[config.mk]
export PLATFORM = sky130hd
export DESIGN_NAME = vibration_alert_envelope_pwm_flat
export DESIGN_NICKNAME = d
export VERILOG_FILES = /design/src/vae_pkg.sv /design/src/vae_if.sv /design/src/vae_regs.sv /design/src/vae_ctrl.sv /design/src/vae_dp.sv /design/src/vibration_alert_envelope_pwm.sv /design/src/flat_wrapper.sv
export SDC_FILE = /design/constraint.sdc
export NUM_CORES = 1
export LEC_CHECK = 0
export ABC_CLOCK_PERIOD_IN_PS = 7650
export BUFFER_PORTS_ARGS = -buffer_cell sky130_fd_sc_hd__buf_2
export CORE_MARGIN = 4
export CORE_UTILIZATION = 58
export CTS_CLUSTER_DIAMETER = 50
export CTS_CLUSTER_SIZE = 16
export DETAILED_ROUTE_END_ITERATION = 6
export PLACE_DENSITY = 0.77
export SYNTH_ARGS = -nofsm -noshare
export SYNTH_HDL_FRONTEND = slang
export SYNTH_SLANG_ARGS = --single-unit
[constraint.sdc]
create_clock -name clk_i -period 7.65 [get_ports clk_i]
set_input_delay 1.53 -clock clk_i [delete_from_list [all_inputs] [get_ports clk_i]]
set_output_delay 1.53 -clock clk_i [all_outputs]
set_load 0.005 [all_outputs]
[src/vae_pkg.sv]
// Shared types, codes and constants of the vibration alert envelope block.
`timescale 1ns / 1ps
`default_nettype none

package vae_pkg;

  // Field widths
  localparam int unsigned DutyW  = 8;
  localparam int unsigned CountW = 8;
  localparam int unsigned StepW  = 7;
  localparam int unsigned PowerW = 7;
  localparam int unsigned ShapeW = 2;
  localparam int unsigned DataW  = 64;
  localparam int unsigned AddrW  = 6;

  // Envelope constants
  localparam logic [StepW-1:0] StepLast = 7'd100;
  localparam logic [StepW-1:0] TriMid   = 7'd50;
  localparam logic [DutyW-1:0] FullShape = 8'd100;
  localparam logic [4:0]       SineMid  = 5'd10;
  localparam logic [4:0]       SineSpan = 5'd20;

  // Divide by 100: x * 83887 >> 23, exact for x below 2^16
  localparam logic [16:0] Recip100 = 17'd83887;
  localparam int unsigned Shift100 = 23;
  // Divide by 5: x * 205 >> 10, exact for x up to 100
  localparam logic [7:0]  Recip5   = 8'd205;
  localparam int unsigned Shift5   = 10;

  // Register map, one 64-bit register every 8 bytes
  typedef enum logic [2:0] {
    REG_DUTY_FLOOR   = 3'd0,
    REG_DUTY_CEILING = 3'd1,
    REG_WAVE_SHAPE   = 3'd2,
    REG_POWER_PCT    = 3'd3,
    REG_ON_TIME      = 3'd4,
    REG_OFF_TIME     = 3'd5,
    REG_SINE_LO      = 3'd6,
    REG_SINE_HI      = 3'd7
  } reg_idx_e;

  typedef enum logic [ShapeW-1:0] {
    SHAPE_SQUARE   = 2'd0,
    SHAPE_HALFSINE = 2'd1,
    SHAPE_TRIANGLE = 2'd2,
    SHAPE_SAWTOOTH = 2'd3
  } wave_shape_e;

  // Source of the duty of one result word
  typedef enum logic [1:0] {
    DUTY_ZERO = 2'd0,
    DUTY_HOLD = 2'd1,
    DUTY_ON   = 2'd2
  } duty_kind_e;

  typedef enum logic [4:0] {
    S_IDLE = 5'b00001,
    S_EXEC = 5'b00010,
    S_MUL1 = 5'b00100,
    S_MUL2 = 5'b01000,
    S_MUL3 = 5'b10000
  } ctrl_state_e;

  typedef struct packed {
    logic [DutyW-1:0]  duty_floor;
    logic [DutyW-1:0]  duty_ceiling;
    logic [ShapeW-1:0] wave_shape;
    logic [PowerW-1:0] power_pct;
    logic [7:0]        on_time;
    logic [7:0]        off_time;
    logic [63:0]       sine_table_lo;
    logic [23:0]       sine_table_hi;
  } cfg_t;

  typedef struct packed {
    logic load;
    logic exec;
    logic mul1;
    logic mul2;
    logic fin;
  } ctrl_cmd_t;

  typedef struct packed {
    logic out_blocked;
  } ctrl_sts_t;

endpackage

`default_nettype wire

[src/vae_if.sv]
// Valid/ready channel interfaces for request and result words.
`timescale 1ns / 1ps
`default_nettype none

interface vae_in_if;
  logic       valid;
  logic       ready;
  logic       cmd;
  logic [7:0] cycle_count;
  logic       motor_is_lra;

  modport source (output valid, cmd, cycle_count, motor_is_lra, input ready);
  modport sink   (input valid, cmd, cycle_count, motor_is_lra, output ready);
endinterface

interface vae_out_if;
  logic       valid;
  logic       ready;
  logic [7:0] duty;
  logic       active;
  logic       accepted;
  logic       finished;

  modport source (output valid, duty, active, accepted, finished, input ready);
  modport sink   (input valid, duty, active, accepted, finished, output ready);
endinterface

`default_nettype wire

[src/vae_regs.sv]
// APB-style configuration register file.
`timescale 1ns / 1ps
`default_nettype none

module vae_regs (
  input  wire logic                       clk_i,
  input  wire logic                       rst_ni,
  input  wire logic                       psel,
  input  wire logic                       penable,
  input  wire logic                       pwrite,
  input  wire logic [vae_pkg::AddrW-1:0]  paddr,
  input  wire logic [vae_pkg::DataW-1:0]  pwdata,
  output logic      [vae_pkg::DataW-1:0]  prdata,
  output logic                            pready,
  output vae_pkg::cfg_t                   cfg_o
);

  vae_pkg::cfg_t    cfg_q, cfg_d;
  vae_pkg::reg_idx_e idx;
  logic             wr_en;

  assign idx    = vae_pkg::reg_idx_e'(paddr[5:3]);
  assign wr_en  = psel && penable && pwrite;
  assign pready = 1'b1;
  assign cfg_o  = cfg_q;

  // Decode the write
  always_comb begin
    cfg_d = cfg_q;
    if (wr_en) begin
      case (idx)
        vae_pkg::REG_DUTY_FLOOR:   cfg_d.duty_floor    = pwdata[7:0];
        vae_pkg::REG_DUTY_CEILING: cfg_d.duty_ceiling  = pwdata[7:0];
        vae_pkg::REG_WAVE_SHAPE:   cfg_d.wave_shape    = pwdata[1:0];
        vae_pkg::REG_POWER_PCT:    cfg_d.power_pct     = pwdata[6:0];
        vae_pkg::REG_ON_TIME:      cfg_d.on_time       = pwdata[7:0];
        vae_pkg::REG_OFF_TIME:     cfg_d.off_time      = pwdata[7:0];
        vae_pkg::REG_SINE_LO:      cfg_d.sine_table_lo = pwdata;
        vae_pkg::REG_SINE_HI:      cfg_d.sine_table_hi = pwdata[23:0];
        default: cfg_d = cfg_q;
      endcase
    end
  end

  always_ff @(posedge clk_i or negedge rst_ni) begin
    if (!rst_ni) begin
      cfg_q.duty_floor    <= 8'd0;
      cfg_q.duty_ceiling  <= 8'd255;
      cfg_q.wave_shape    <= 2'd0;
      cfg_q.power_pct     <= 7'd100;
      cfg_q.on_time       <= 8'd1;
      cfg_q.off_time      <= 8'd0;
      cfg_q.sine_table_lo <= 64'd0;
      cfg_q.sine_table_hi <= 24'd0;
    end else begin
      cfg_q <= cfg_d;
    end
  end

  // Read back the addressed register
  always_comb begin
    case (idx)
      vae_pkg::REG_DUTY_FLOOR:   prdata = {56'd0, cfg_q.duty_floor};
      vae_pkg::REG_DUTY_CEILING: prdata = {56'd0, cfg_q.duty_ceiling};
      vae_pkg::REG_WAVE_SHAPE:   prdata = {62'd0, cfg_q.wave_shape};
      vae_pkg::REG_POWER_PCT:    prdata = {57'd0, cfg_q.power_pct};
      vae_pkg::REG_ON_TIME:      prdata = {56'd0, cfg_q.on_time};
      vae_pkg::REG_OFF_TIME:     prdata = {56'd0, cfg_q.off_time};
      vae_pkg::REG_SINE_LO:      prdata = cfg_q.sine_table_lo;
      vae_pkg::REG_SINE_HI:      prdata = {40'd0, cfg_q.sine_table_hi};
      default:                   prdata = '0;
    endcase
  end

endmodule

`default_nettype wire

[src/vae_ctrl.sv]
// Sequencer that steps one request word through the datapath.
`timescale 1ns / 1ps
`default_nettype none

module vae_ctrl (
  input  wire logic           clk_i,
  input  wire logic           rst_ni,
  input  wire logic           item_valid_i,
  output logic                item_ready_o,
  input  vae_pkg::ctrl_sts_t  sts_i,
  output vae_pkg::ctrl_cmd_t  cmd_o
);

  vae_pkg::ctrl_state_e state_q, state_d;

  assign item_ready_o = (state_q == vae_pkg::S_IDLE);

  // Issue the command of the current step
  always_comb begin
    cmd_o      = '0;
    cmd_o.load = (state_q == vae_pkg::S_IDLE) && item_valid_i;
    cmd_o.exec = (state_q == vae_pkg::S_EXEC);
    cmd_o.mul1 = (state_q == vae_pkg::S_MUL1);
    cmd_o.mul2 = (state_q == vae_pkg::S_MUL2);
    cmd_o.fin  = (state_q == vae_pkg::S_MUL3) && !sts_i.out_blocked;
  end

  // Advance through the steps; wait at the last one while the result slot is full
  always_comb begin
    state_d = state_q;
    case (state_q)
      vae_pkg::S_IDLE: if (item_valid_i) state_d = vae_pkg::S_EXEC;
      vae_pkg::S_EXEC: state_d = vae_pkg::S_MUL1;
      vae_pkg::S_MUL1: state_d = vae_pkg::S_MUL2;
      vae_pkg::S_MUL2: state_d = vae_pkg::S_MUL3;
      vae_pkg::S_MUL3: if (!sts_i.out_blocked) state_d = vae_pkg::S_IDLE;
      default:         state_d = vae_pkg::S_IDLE;
    endcase
  end

  always_ff @(posedge clk_i or negedge rst_ni) begin
    if (!rst_ni) begin
      state_q <= vae_pkg::S_IDLE;
    end else begin
      state_q <= state_d;
    end
  end

endmodule

`default_nettype wire

[src/vae_dp.sv]
// Datapath: alert state, envelope shape, duty arithmetic and result register.
`timescale 1ns / 1ps
`default_nettype none

module vae_dp (
  input  wire logic                clk_i,
  input  wire logic                rst_ni,
  input  vae_pkg::cfg_t            cfg_i,
  input  vae_pkg::ctrl_cmd_t       cmd_i,
  output vae_pkg::ctrl_sts_t       sts_o,
  input  wire logic                item_cmd_i,
  input  wire logic [7:0]          item_cycle_count_i,
  input  wire logic                item_motor_is_lra_i,
  output logic                     res_valid_o,
  input  wire logic                res_ready_i,
  output logic [7:0]               res_duty_o,
  output logic                     res_active_o,
  output logic                     res_accepted_o,
  output logic                     res_finished_o
);

  // Captured request word
  logic       cmd_q;
  logic [7:0] cnt_q;
  logic       lra_q;

  // Alert state
  logic       busy_q, busy_d;
  logic       phase_on_q, phase_on_d;
  logic [7:0] cycles_q, cycles_d;
  logic [7:0] ms_q, ms_d;
  logic [6:0] step_q, step_d;
  logic [7:0] last_duty_q;

  // Pipeline registers
  vae_pkg::duty_kind_e kind_q, kind_d;
  logic [6:0]  t_q, t_d;
  logic        act_q, acc_q, fin_q;
  logic        acc_d, fin_d;
  logic [14:0] prod_a_q;
  logic [7:0]  shape_q;
  logic [8:0]  q1_q;
  logic [15:0] prod_b_q;

  // Result register
  logic       out_valid_q;
  logic [7:0] out_duty_q;
  logic       out_active_q, out_accepted_q, out_finished_q;

  // Combinational helpers
  logic [7:0]  len;
  logic [7:0]  ms_inc;
  logic [6:0]  step_inc;
  logic [7:0]  range;
  logic [14:0] sine_mul;
  logic [4:0]  sine_d;
  logic [3:0]  sine_idx;
  logic [127:0] sine_tbl;
  logic [5:0]  tri_d;
  logic [7:0]  shape_d;
  logic [31:0] q1_full;
  logic [16:0] prod_b_full;
  logic [32:0] q2_full;
  logic [7:0]  on_duty;
  logic [7:0]  duty_sel;

  assign sts_o.out_blocked = out_valid_q && !res_ready_i;

  // Capture the request word
  always_ff @(posedge clk_i) begin
    if (cmd_i.load) begin
      cmd_q <= item_cmd_i;
      cnt_q <= item_cycle_count_i;
      lra_q <= item_motor_is_lra_i;
    end
  end

  // Update the alert state for one word
  always_comb begin
    busy_d     = busy_q;
    phase_on_d = phase_on_q;
    cycles_d   = cycles_q;
    ms_d       = ms_q;
    step_d     = step_q;
    kind_d     = vae_pkg::DUTY_ZERO;
    t_d        = step_q;
    acc_d      = 1'b0;
    fin_d      = 1'b0;
    len        = phase_on_q ? cfg_i.on_time : cfg_i.off_time;
    if (len == 8'd0) len = 8'd1;
    ms_inc     = ms_q + 8'd1;
    step_inc   = (step_q < vae_pkg::StepLast) ? step_q + 7'd1 : step_q;
    if (cmd_q) begin
      if (busy_q || lra_q) begin
        kind_d = busy_q ? vae_pkg::DUTY_HOLD : vae_pkg::DUTY_ZERO;
      end else begin
        acc_d      = 1'b1;
        phase_on_d = 1'b1;
        ms_d       = 8'd0;
        step_d     = 7'd0;
        cycles_d   = cnt_q;
        busy_d     = (cnt_q != 8'd0);
        fin_d      = (cnt_q == 8'd0);
      end
    end else if (busy_q) begin
      ms_d   = ms_inc;
      step_d = step_q;
      if (ms_inc >= len) begin
        ms_d   = 8'd0;
        step_d = step_inc;
      end
      t_d = step_d;
      if (phase_on_q) begin
        kind_d = (cfg_i.power_pct != '0) ? vae_pkg::DUTY_ON : vae_pkg::DUTY_ZERO;
        if (step_d >= vae_pkg::StepLast) begin
          if (cfg_i.off_time != 8'd0) begin
            phase_on_d = 1'b0;
            kind_d     = vae_pkg::DUTY_ZERO;
          end else begin
            cycles_d = cycles_q - 8'd1;
          end
          ms_d   = 8'd0;
          step_d = 7'd0;
        end
      end else if (step_d >= vae_pkg::StepLast) begin
        phase_on_d = 1'b1;
        ms_d       = 8'd0;
        step_d     = 7'd0;
        cycles_d   = cycles_q - 8'd1;
      end
      // Drop out on the last cycle
      if (cycles_d == 8'd0) begin
        busy_d     = 1'b0;
        fin_d      = 1'b1;
        kind_d     = vae_pkg::DUTY_ZERO;
        phase_on_d = 1'b1;
        ms_d       = 8'd0;
        step_d     = 7'd0;
      end
    end
  end

  always_ff @(posedge clk_i or negedge rst_ni) begin
    if (!rst_ni) begin
      busy_q     <= 1'b0;
      phase_on_q <= 1'b1;
      cycles_q   <= 8'd0;
      ms_q       <= 8'd0;
      step_q     <= 7'd0;
    end else if (cmd_i.exec) begin
      busy_q     <= busy_d;
      phase_on_q <= phase_on_d;
      cycles_q   <= cycles_d;
      ms_q       <= ms_d;
      step_q     <= step_d;
    end
  end

  // Scaled power, power times range
  assign range = cfg_i.duty_ceiling - cfg_i.duty_floor;

  always_ff @(posedge clk_i) begin
    if (cmd_i.exec) begin
      kind_q   <= kind_d;
      t_q      <= t_d;
      act_q    <= busy_d;
      acc_q    <= acc_d;
      fin_q    <= fin_d;
      prod_a_q <= cfg_i.power_pct * range;
    end
  end

  // Envelope shape at step t
  assign sine_tbl = {40'd0, cfg_i.sine_table_hi, cfg_i.sine_table_lo};
  assign sine_mul = t_q * vae_pkg::Recip5;
  assign sine_d   = sine_mul[14:vae_pkg::Shift5];
  assign sine_idx = (sine_d >= vae_pkg::SineMid) ? 4'(vae_pkg::SineSpan - sine_d)
                                                 : sine_d[3:0];
  assign tri_d    = (t_q >= vae_pkg::TriMid) ? 6'(t_q - vae_pkg::TriMid)
                                             : 6'(vae_pkg::TriMid - t_q);

  always_comb begin
    case (vae_pkg::wave_shape_e'(cfg_i.wave_shape))
      vae_pkg::SHAPE_HALFSINE: shape_d = sine_tbl[sine_idx*8 +: 8];
      vae_pkg::SHAPE_TRIANGLE: shape_d = vae_pkg::FullShape - {1'b0, tri_d, 1'b0};
      vae_pkg::SHAPE_SAWTOOTH: shape_d = {1'b0, t_q};
      default:                 shape_d = vae_pkg::FullShape;
    endcase
  end

  // First divide by 100, shape lookup alongside
  assign q1_full = prod_a_q * vae_pkg::Recip100;

  always_ff @(posedge clk_i) begin
    if (cmd_i.mul1) begin
      q1_q    <= q1_full[31:vae_pkg::Shift100];
      shape_q <= shape_d;
    end
  end

  // Scale by shape, keep sixteen bits
  assign prod_b_full = q1_q * shape_q;

  always_ff @(posedge clk_i) begin
    if (cmd_i.mul2) begin
      prod_b_q <= prod_b_full[15:0];
    end
  end

  // Second divide by 100 and offset
  assign q2_full = prod_b_q * vae_pkg::Recip100;
  assign on_duty = q2_full[30:vae_pkg::Shift100] + cfg_i.duty_floor;

  always_comb begin
    case (kind_q)
      vae_pkg::DUTY_HOLD: duty_sel = last_duty_q;
      vae_pkg::DUTY_ON:   duty_sel = on_duty;
      default:            duty_sel = 8'd0;
    endcase
  end

  // Remember the duty being driven
  always_ff @(posedge clk_i or negedge rst_ni) begin
    if (!rst_ni) begin
      last_duty_q <= 8'd0;
    end else if (cmd_i.fin) begin
      last_duty_q <= duty_sel;
    end
  end

  // Hold the result word until taken
  always_ff @(posedge clk_i or negedge rst_ni) begin
    if (!rst_ni) begin
      out_valid_q <= 1'b0;
    end else if (cmd_i.fin) begin
      out_valid_q <= 1'b1;
    end else if (res_ready_i) begin
      out_valid_q <= 1'b0;
    end
  end

  always_ff @(posedge clk_i) begin
    if (cmd_i.fin) begin
      out_duty_q     <= duty_sel;
      out_active_q   <= act_q;
      out_accepted_q <= acc_q;
      out_finished_q <= fin_q;
    end
  end

  assign res_valid_o    = out_valid_q;
  assign res_duty_o     = out_duty_q;
  assign res_active_o   = out_active_q;
  assign res_accepted_o = out_accepted_q;
  assign res_finished_o = out_finished_q;

endmodule

`default_nettype wire

[src/vibration_alert_envelope_pwm.sv]
// Top level of the vibration alert envelope PWM generator.
//
// Each request word is a 1 ms tick or a start request; each gives one result
// word with the PWM duty for that millisecond and the alert flags. An accepted
// word first updates the alert counters, then runs the sequenced duty chain
// (two multiply-by-reciprocal divides by 100 around the shape multiply, each
// with its own register) into the result register; the final step waits
// while the result slot is full. A new word is accepted as soon as the previous
// one has reached the result register, never while one is in the datapath.
// Configuration writes complete in the APB access cycle and are meant to be
// made while the block is idle.
`timescale 1ns / 1ps
`default_nettype none

module vibration_alert_envelope_pwm (
  input  wire logic                      clk_i,
  input  wire logic                      rst_ni,
  vae_in_if.sink                         item_i,
  vae_out_if.source                      result_o,
  input  wire logic                      psel,
  input  wire logic                      penable,
  input  wire logic                      pwrite,
  input  wire logic [vae_pkg::AddrW-1:0] paddr,
  input  wire logic [vae_pkg::DataW-1:0] pwdata,
  output logic      [vae_pkg::DataW-1:0] prdata,
  output logic                           pready
);

  vae_pkg::cfg_t      cfg;
  vae_pkg::ctrl_cmd_t cmd;
  vae_pkg::ctrl_sts_t sts;

  vae_regs u_regs (
    .clk_i   (clk_i),
    .rst_ni  (rst_ni),
    .psel    (psel),
    .penable (penable),
    .pwrite  (pwrite),
    .paddr   (paddr),
    .pwdata  (pwdata),
    .prdata  (prdata),
    .pready  (pready),
    .cfg_o   (cfg)
  );

  vae_ctrl u_ctrl (
    .clk_i        (clk_i),
    .rst_ni       (rst_ni),
    .item_valid_i (item_i.valid),
    .item_ready_o (item_i.ready),
    .sts_i        (sts),
    .cmd_o        (cmd)
  );

  vae_dp u_dp (
    .clk_i               (clk_i),
    .rst_ni              (rst_ni),
    .cfg_i               (cfg),
    .cmd_i               (cmd),
    .sts_o               (sts),
    .item_cmd_i          (item_i.cmd),
    .item_cycle_count_i  (item_i.cycle_count),
    .item_motor_is_lra_i (item_i.motor_is_lra),
    .res_valid_o         (result_o.valid),
    .res_ready_i         (result_o.ready),
    .res_duty_o          (result_o.duty),
    .res_active_o        (result_o.active),
    .res_accepted_o      (result_o.accepted),
    .res_finished_o      (result_o.finished)
  );

  // No request is taken while a word is still in the datapath
  assert property (@(posedge clk_i) disable iff (!rst_ni)
    item_i.ready |-> !(cmd.exec || cmd.mul1 || cmd.mul2 || cmd.fin))
    else $error("request accepted while a word is in flight");

  // An accepted request starts the counter update next cycle
  assert property (@(posedge clk_i) disable iff (!rst_ni)
    (item_i.valid && item_i.ready) |=> cmd.exec)
    else $error("accepted word did not reach the update step");

  // A result is never written over one that waits
  assert property (@(posedge clk_i) disable iff (!rst_ni)
    cmd.fin |-> !(result_o.valid && !result_o.ready))
    else $error("result register overwritten");

  // A finished alert is no longer running
  assert property (@(posedge clk_i) disable iff (!rst_ni)
    (result_o.valid && result_o.finished) |-> !result_o.active)
    else $error("finished word still shows the alert active");

endmodule

`default_nettype wire
[src/flat_wrapper.sv]
// flat-port wrapper written by rule: the top's interface ports become plain ports
module vibration_alert_envelope_pwm_flat 
  (clk_i, rst_ni, psel, penable, pwrite, paddr, pwdata, prdata, pready, item_i_valid, item_i_cmd, item_i_cycle_count, item_i_motor_is_lra, item_i_ready, result_o_valid, result_o_duty, result_o_active, result_o_accepted, result_o_finished, result_o_ready);
  vae_in_if item_i_i ();
  vae_out_if result_o_i ();
  input  wire logic clk_i;
  input  wire logic rst_ni;
  input  wire logic psel;
  input  wire logic penable;
  input  wire logic pwrite;
  input  wire logic [vae_pkg::AddrW-1:0] paddr;
  input  wire logic [vae_pkg::DataW-1:0] pwdata;
  output logic      [vae_pkg::DataW-1:0] prdata;
  output logic pready;
  input wire logic [$bits(item_i_i.valid)-1:0] item_i_valid;
  input wire logic [$bits(item_i_i.cmd)-1:0] item_i_cmd;
  input wire logic [$bits(item_i_i.cycle_count)-1:0] item_i_cycle_count;
  input wire logic [$bits(item_i_i.motor_is_lra)-1:0] item_i_motor_is_lra;
  output wire logic [$bits(item_i_i.ready)-1:0] item_i_ready;
  output wire logic [$bits(result_o_i.valid)-1:0] result_o_valid;
  output wire logic [$bits(result_o_i.duty)-1:0] result_o_duty;
  output wire logic [$bits(result_o_i.active)-1:0] result_o_active;
  output wire logic [$bits(result_o_i.accepted)-1:0] result_o_accepted;
  output wire logic [$bits(result_o_i.finished)-1:0] result_o_finished;
  input wire logic [$bits(result_o_i.ready)-1:0] result_o_ready;
  assign item_i_i.valid = item_i_valid;
  assign item_i_i.cmd = item_i_cmd;
  assign item_i_i.cycle_count = item_i_cycle_count;
  assign item_i_i.motor_is_lra = item_i_motor_is_lra;
  assign item_i_ready = item_i_i.ready;
  assign result_o_valid = result_o_i.valid;
  assign result_o_duty = result_o_i.duty;
  assign result_o_active = result_o_i.active;
  assign result_o_accepted = result_o_i.accepted;
  assign result_o_finished = result_o_i.finished;
  assign result_o_i.ready = result_o_ready;
  vibration_alert_envelope_pwm u_core (.clk_i(clk_i), .rst_ni(rst_ni), .item_i(item_i_i), .result_o(result_o_i), .psel(psel), .penable(penable), .pwrite(pwrite), .paddr(paddr), .pwdata(pwdata), .prdata(prdata), .pready(pready));
endmodule
**Word-level counts from Yosys, hierarchy flattened**

Cells that the tools add are included.

- Flip-flop bits (word level): 249
- Bits in latches: 0
- Bits in writable memories: 0
- Bits in read-only memories: 0
- Input port bits: 87
- Word-level logic and storage cells: 163
- Memories kept: 0

- Add/subtract/negate cells: 9
- $mul: 5
- Div/mod/pow operators: 0
- Order comparisons: 5
- Eq/ne operators: 20
- Shift operators: 1
- Multiplexer cells: 64
- Bitwise logic cells: 0
- Reduce and logical (&&, ||, !) cells: 27

Operator list:

| operator | count |
|---|---|
| case mux 64 bit (8 select lines) | 1 |
| two-way mux 8 bit | 17 |
| variable part select 128 x 8 -> 8 bit | 1 |
| two-way mux 7 bit | 11 |
| multiplier 15 x 17 -> 32 bit, second input constant | 1 |
| multiplier 16 x 17 -> 31 bit, second input constant | 1 |
| case mux 5 bit (5 select lines) | 1 |
| logical NOT 8 bit | 3 |
| case mux 8 bit (3 select lines) | 1 |
| two-way mux 1 bit | 21 |
| AND reduction 2 bit | 9 |
| multiplier 9 x 8 -> 16 bit | 1 |
| case mux 8 bit (2 select lines) | 1 |
| nonzero test 8 bit | 2 |
| multiplier 7 x 8 -> 15 bit | 1 |
| multiplier 7 x 8 -> 15 bit, second input constant | 1 |
| two-way mux 2 bit | 7 |
| == test 3 bit, second input constant | 4 |
| two-way mux 5 bit | 2 |
| adder 8 x 1 -> 8 bit, second input constant | 1 |
| adder 8 bit | 1 |
| greater-or-equal comparator 8 bit | 1 |
| subtractor 7 x 7 -> 8 bit, first input constant | 1 |
| subtractor 8 x 1 -> 8 bit, second input constant | 1 |
| 28 further kinds | 40 |

**Longest topological paths before layout**

- Depth in word-level cells: 16
- Mapped depth: 31

**Hierarchy**

A second synthesis with hierarchy kept.

- Cell total of the unflattened synthesis: 2486
- Area, all modules: 26626.8 sq um

By module, submodules not included:

| module | instances | cells each | area each (sq um) |
|---|---|---|---|
| vae_dp | 1 | 2033 | 20505.9 |
| vae_regs | 1 | 422 | 5818.1 |
| vae_ctrl | 1 | 31 | 302.8 |

**Least setup slack after synthesis**

No wires, ideal clock.

- Kind: reg2reg
- Start point: register u_core.u_dp.prod_b_q[1]
- End point: register u_core.u_dp.out_duty_q[7], in the netlist u_core.u_dp.res_duty_o[7], data pin
- Setup time: 0.260 ns
- Data arrival time: 6.703 ns
- Required time: 7.390 ns
- Slack: 0.687 ns
- Cell stages (with the launch flop): 28
- Clock period less this slack: 6.963 ns
- Cell sequence: edfxtp_1 -> fa_1 -> inv_1 -> fa_1 -> fa_1 -> inv_1 -> ha_1 -> fa_1 -> inv_1 -> fa_1 -> inv_1 -> ha_1 -> nand4_1 -> nor3_1 -> a221oi_2 -> o311a_1 -> nor3_1 -> xor2_1 -> ha_1 -> a21o_1 -> a21oi_1 -> o21bai_1 -> a21oi_1 -> o21bai_1 -> a21oi_1 -> xnor2_1 -> xnor2_1 -> o21ai_1

- Longest elaborated chain between the ends: 3

Ends and longest elaborated chain:

| item | line | source |
|---|---|---|
| start, declared | vae_dp.sv:43 | `logic [15:0] prod_b_q;` |
| start signal, assigned | vae_dp.sv:206 | `prod_b_q <= prod_b_full[15:0];` |
| multiplier 16 x 17 -> 31 bit | vae_dp.sv:211 | `assign q2_full = prod_b_q * vae_pkg::Recip100;` |
| adder 8 bit | vae_dp.sv:212 | `assign on_duty = q2_full[30:vae_pkg::Shift100] + cfg_i.duty_floor;` |
| case mux 8 bit (2 select lines) | vae_dp.sv:215 | `case (kind_q)` |
| via u_core.u_dp.duty_sel[7] | vae_dp.sv:65 | `logic [7:0] duty_sel;` |
| end signal, assigned | vae_dp.sv:244 | `out_duty_q <= duty_sel;` |
| end, declared | vae_dp.sv:47 | `logic [7:0] out_duty_q;` |

The timed path passes the listed nets, and every way through them passes these cells.
A chain may end at the register's enable or synchronous reset.

**Final worst setup path**

- Start point: register u_core.u_dp.prod_b_q[3]
- End point: register u_core.u_dp.last_duty_q[7]

- Longest elaborated chain between the ends: 3

Ends and longest elaborated chain:

| item | line | source |
|---|---|---|
| multiplier 16 x 17 -> 31 bit | vae_dp.sv:211 |  |
| adder 8 bit | vae_dp.sv:212 |  |
| case mux 8 bit (2 select lines) | vae_dp.sv:215 |  |
| end signal, assigned | vae_dp.sv:227 | `last_duty_q <= duty_sel;` |
| end, declared | vae_dp.sv:33 | `logic [7:0] last_duty_q;` |

No other way between the ends.

==> results by group <==
Die
  – Chip height: 222 microns
  – Core area: 0.0453 sq mm
  – I/O Pins: 165
  – Row count: 78
  – Initial Utilization: 58.6%
  – Die Wd: 222 microns
  – Die area: 0.0493 sq mm

Place
  – Port bufs: 160
  – Final Wtd Congestion: 0.935
  – HPWL after detailed placement: 49.7 mm
  – Dpl cell area: 0.0281 sq mm

Final layout
  – NumNets Final: 3440
  – Number of antenna repair diodes: 0
  – Layout area overhead: 10.3%
  – Post-route cell area: 0.0293 sq mm
  – Share of layout cells above drive strength 1: 16.9%

Clock tree
  – Reg clk slew, reported paths: 0.07 ns
  – H-tree Lvls: 1
  – CTS Buffer Depth: 3
  – Number of CTS-inserted buffers: 27
  – Sink Count: 249
  – CTS tree: built
  – CTS Root Cell: clkbuf_16
  – Worst skew pair latency: 0.57 ns

Synthesis
  – Top cells by area, synth: fa_1 20%, ha_1 18%, dfrtp_1 15%, edfxtp_1 9.2%, inv_1 6.5%
  – Post-synth EDFFs: 81
  – Most common cell in the netlist: inv_1
  – Yosys top cell by area: fa_1
  – Synth Warn #: 0
  – Top cell type's share of synthesized area: 19.9%
  – Synth Flop Type: dfrtp_1
  – Top post-synthesis cells by count: 460 x inv_1, 390 x ha_1, 264 x fa_1, 169 x nand2_1, 154 x dfrtp_1
  – Cell variety after synth: 91
  – FF+latch count, synth: 249
  – Syn Nets: 3278
  – Syn Inst Count: 2537
  – Ys async rst share: 67.5%
  – Post-synthesis sequential area ratio: 25.1%
  – Syn Area/Cell: 10.5 sq um
  – Post-Syn Area: 0.0266 sq mm

STA
  – Worst Tran Pin Value: 1.19 ns
  – Fin Setup TNS: 0 ns
  – Final slew viol count: 0
  – Fmax: 0.137 GHz
  – WHS: 0.420 ns
  – Endpoints failing setup: 0
  – Clock Skew: 0.0183 ns
  – Final Cycle Share: 95.6%
  – Count of final hold-check violations: 0
  – Crit path time final: 7.32 ns
  – Relative slew slack: 20.6%

GRT
  – First-pass GRT wire length: 103 mm
  – Antenna violations before repair: 0
  – Global route hottest layer: met2
  – Global route total overflow: 0
  – Met1 usage: 33.2%
  – Largest net degree at the start of global routing: 100
  – GR Util met2: 45.0%
  – Met3 usage: 2.74%
  – Overall routing resource usage: 25.2%
  – Vias in the first global route: 20009

Worst hold path
  – Hold Path Cell Cnt: 0
  – Hold Crit Start: u_core.u_dp.acc_q
  – Hold crit path type: reg -> reg
  – Hold Path Sink: u_core.u_dp.res_accepted_o

Worst setup path
  – Slowest cell on the critical path: fa_1
  – Most frequent CP cell: fa_1
  – Worst Setup End Kind: flip-flop
  – CP required: 8.13 ns
  – R2R Setup Slk: 0.33 ns
  – Critical Path Fanout Max: 4
  – CP Class: reg -> reg
  – Startpoint Class: flip-flop
  – Launching point of the worst reg2reg path: u_core.u_dp.prod_b_q[3]
  – Worst EP arrival: 7.79 ns
  – Cells on worst reg2reg path: 30
  – CP max stage delay: 0.55 ns
  – RR Endpoint: u_core.u_dp.last_duty_q[7]

Route
  – # DRC: 0
  – Routed WL: 62.4 mm
  – DR vias: 19044
  – DRT antenna net count: 0
  – Vias per Instance: 5.74
  – DR WL/cell: 18.8 microns
  – TritonRoute pass-1 iters: 6
  – Iter 0 DRT Violations: 1410

Outcome
  – Outcome: finished, final reports clean

Job
  – Max-cap violations: 0
[layout by cell type (no fill, tap or decap), drive strengths merged, types with 6 or more instances in the layout]
cell type  Yosys  routed
clkinv         2       9
xor2          21      21
a21oi         76      76
a31oi         13      13
or2            9       9
inv          462     470
mux4          12      12
nor4           8       8
nor3          29      29
edfxtp        81      81
nand2        171     171
dfstp         14      14
clkbuf        50      32
fa           264     264
mux2         138     138
nand3         34      34
nor2b         20      20
a21o          19      19
xnor2         57      57
o21bai        10      10
a211o          6       6
dfrtp        154     154
buf           15     198
and3          51      51
o21a           6       6
a22o          19      19
or3            8       8
nand4         10      10
o21ai         69      69
o22ai          9       9
o211ai         9       9
mux2i         37      37
a32o           6       6
and2          67      67
a22oi         16      16
nor2          81      81
o31ai         13      13
nand2b        17      17
ha           390     390
[area by class of cell]
cell class / instances / area, sq um
well taps: 600 / 751
clock buffers: 32 / 746
multi-input cells: 1759 / 18000
flip-flops and latches: 249 / 6650
repair buffers: 198 / 1120
inverters: 464 / 1740
fillers: 3513 / 16000
clock inverters: 18 / 225
[stage by stage]
stage / setup WS (ns) / utilization (%) / instances
floorplan: 0.687 / - / 2537
global placement: 0.211 / 62.0 / 3260
detailed placement: 0.0410 / 62.0 / 3260
CTS: 0.0320 / 64.1 / 3310
global route: -0.0200 / 64.7 / 3320
finish: 0.334 / 64.7 / 3320
[how the worst max path moves through the flow]
stage                       startpoint  slack, ns  cells past startpoint                         end
6_report       u_core.u_dp.prod_b_q[3]       0.33                     30  u_core.u_dp.last_duty_q[7]
5_1_grt        u_core.u_dp.prod_b_q[5]      -0.02                     34  u_core.u_dp.last_duty_q[7]
4_1_cts        u_core.u_dp.prod_b_q[4]       0.03                     32  u_core.u_dp.last_duty_q[7]
3_5_place_dp   u_core.u_dp.prod_b_q[4]       0.04                     32  u_core.u_dp.last_duty_q[7]
3_3_place_gp   u_core.u_dp.prod_b_q[4]       0.21                     32  u_core.u_dp.last_duty_q[7]
2_1_floorplan  u_core.u_dp.prod_b_q[1]       0.69                     27   u_core.u_dp.res_duty_o[7]
[state kept, by name (all words and copies together), names as in the netlist, 2 cells and up]
register / flops
u_core.u_dp.shape_q: 8
u_core.u_dp.step_q: 7
u_core.u_dp.prod_a_q: 15
u_core.u_dp.q1_q: 9
u_core.u_dp.ms_q: 8
u_core.u_dp.last_duty_q: 8
u_core.u_ctrl.state_q: 5
u_core.u_dp.res_duty_o: 8
u_core.u_dp.prod_b_q: 16
u_core.u_dp.kind_q: 2
u_core.u_dp.cycles_q: 8
u_core.u_dp.t_q: 7
u_core.u_dp.cnt_q: 8
u_core.u_regs.cfg_o: 129
[repair_timing]
item | CTS | global route
hold buffers | 0 | 0
setup endpoints to repair | 0 | 7
gates resized for setup | 0 | 25
buffers inserted | 0 | 11
[logic make-up (layout without fill, tap and decap cells)]
family | count (synthesis) | count (layout) | share of synthesized area [%]
other | 1 | 1 | 0.0141
xor gates and xnor gates | 78 | 78 | 2.60
muxes | 187 | 187 | 8.34
buffers and inverters | 529 | 712 | 7.67
DFF | 249 | 249 | 25.1
and+or+nand+nor | 524 | 524 | 9.95
adders and majority gates | 654 | 654 | 38.3
AOI/OAI and AO/OA | 315 | 315 | 8.09
[worst max-delay path, delay by kind of cell, from the launching register on]
| family | cells | cell delay, ns |
|---|---|---|
| buffers and inverters | 8 | 0.80 |
| xor gates and xnor gates | 3 | 0.35 |
| DFF | 1 | 0.51 |
| AOI/OAI and AO/OA | 7 | 1.40 |
| and+or+nand+nor | 4 | 0.62 |
| adders and majority gates | 8 | 3.57 |
[layer usage]
metal	part of all wire [%]	vias up
li1	-	8847
met1	41	9567
met2	51	517
met3	4.9	113
met4	2.5	0
met5	0	-
Power is left out: the tool's default activity adds up to more than one toggle a clock period on the data nets, which glitch-free logic cannot reach.
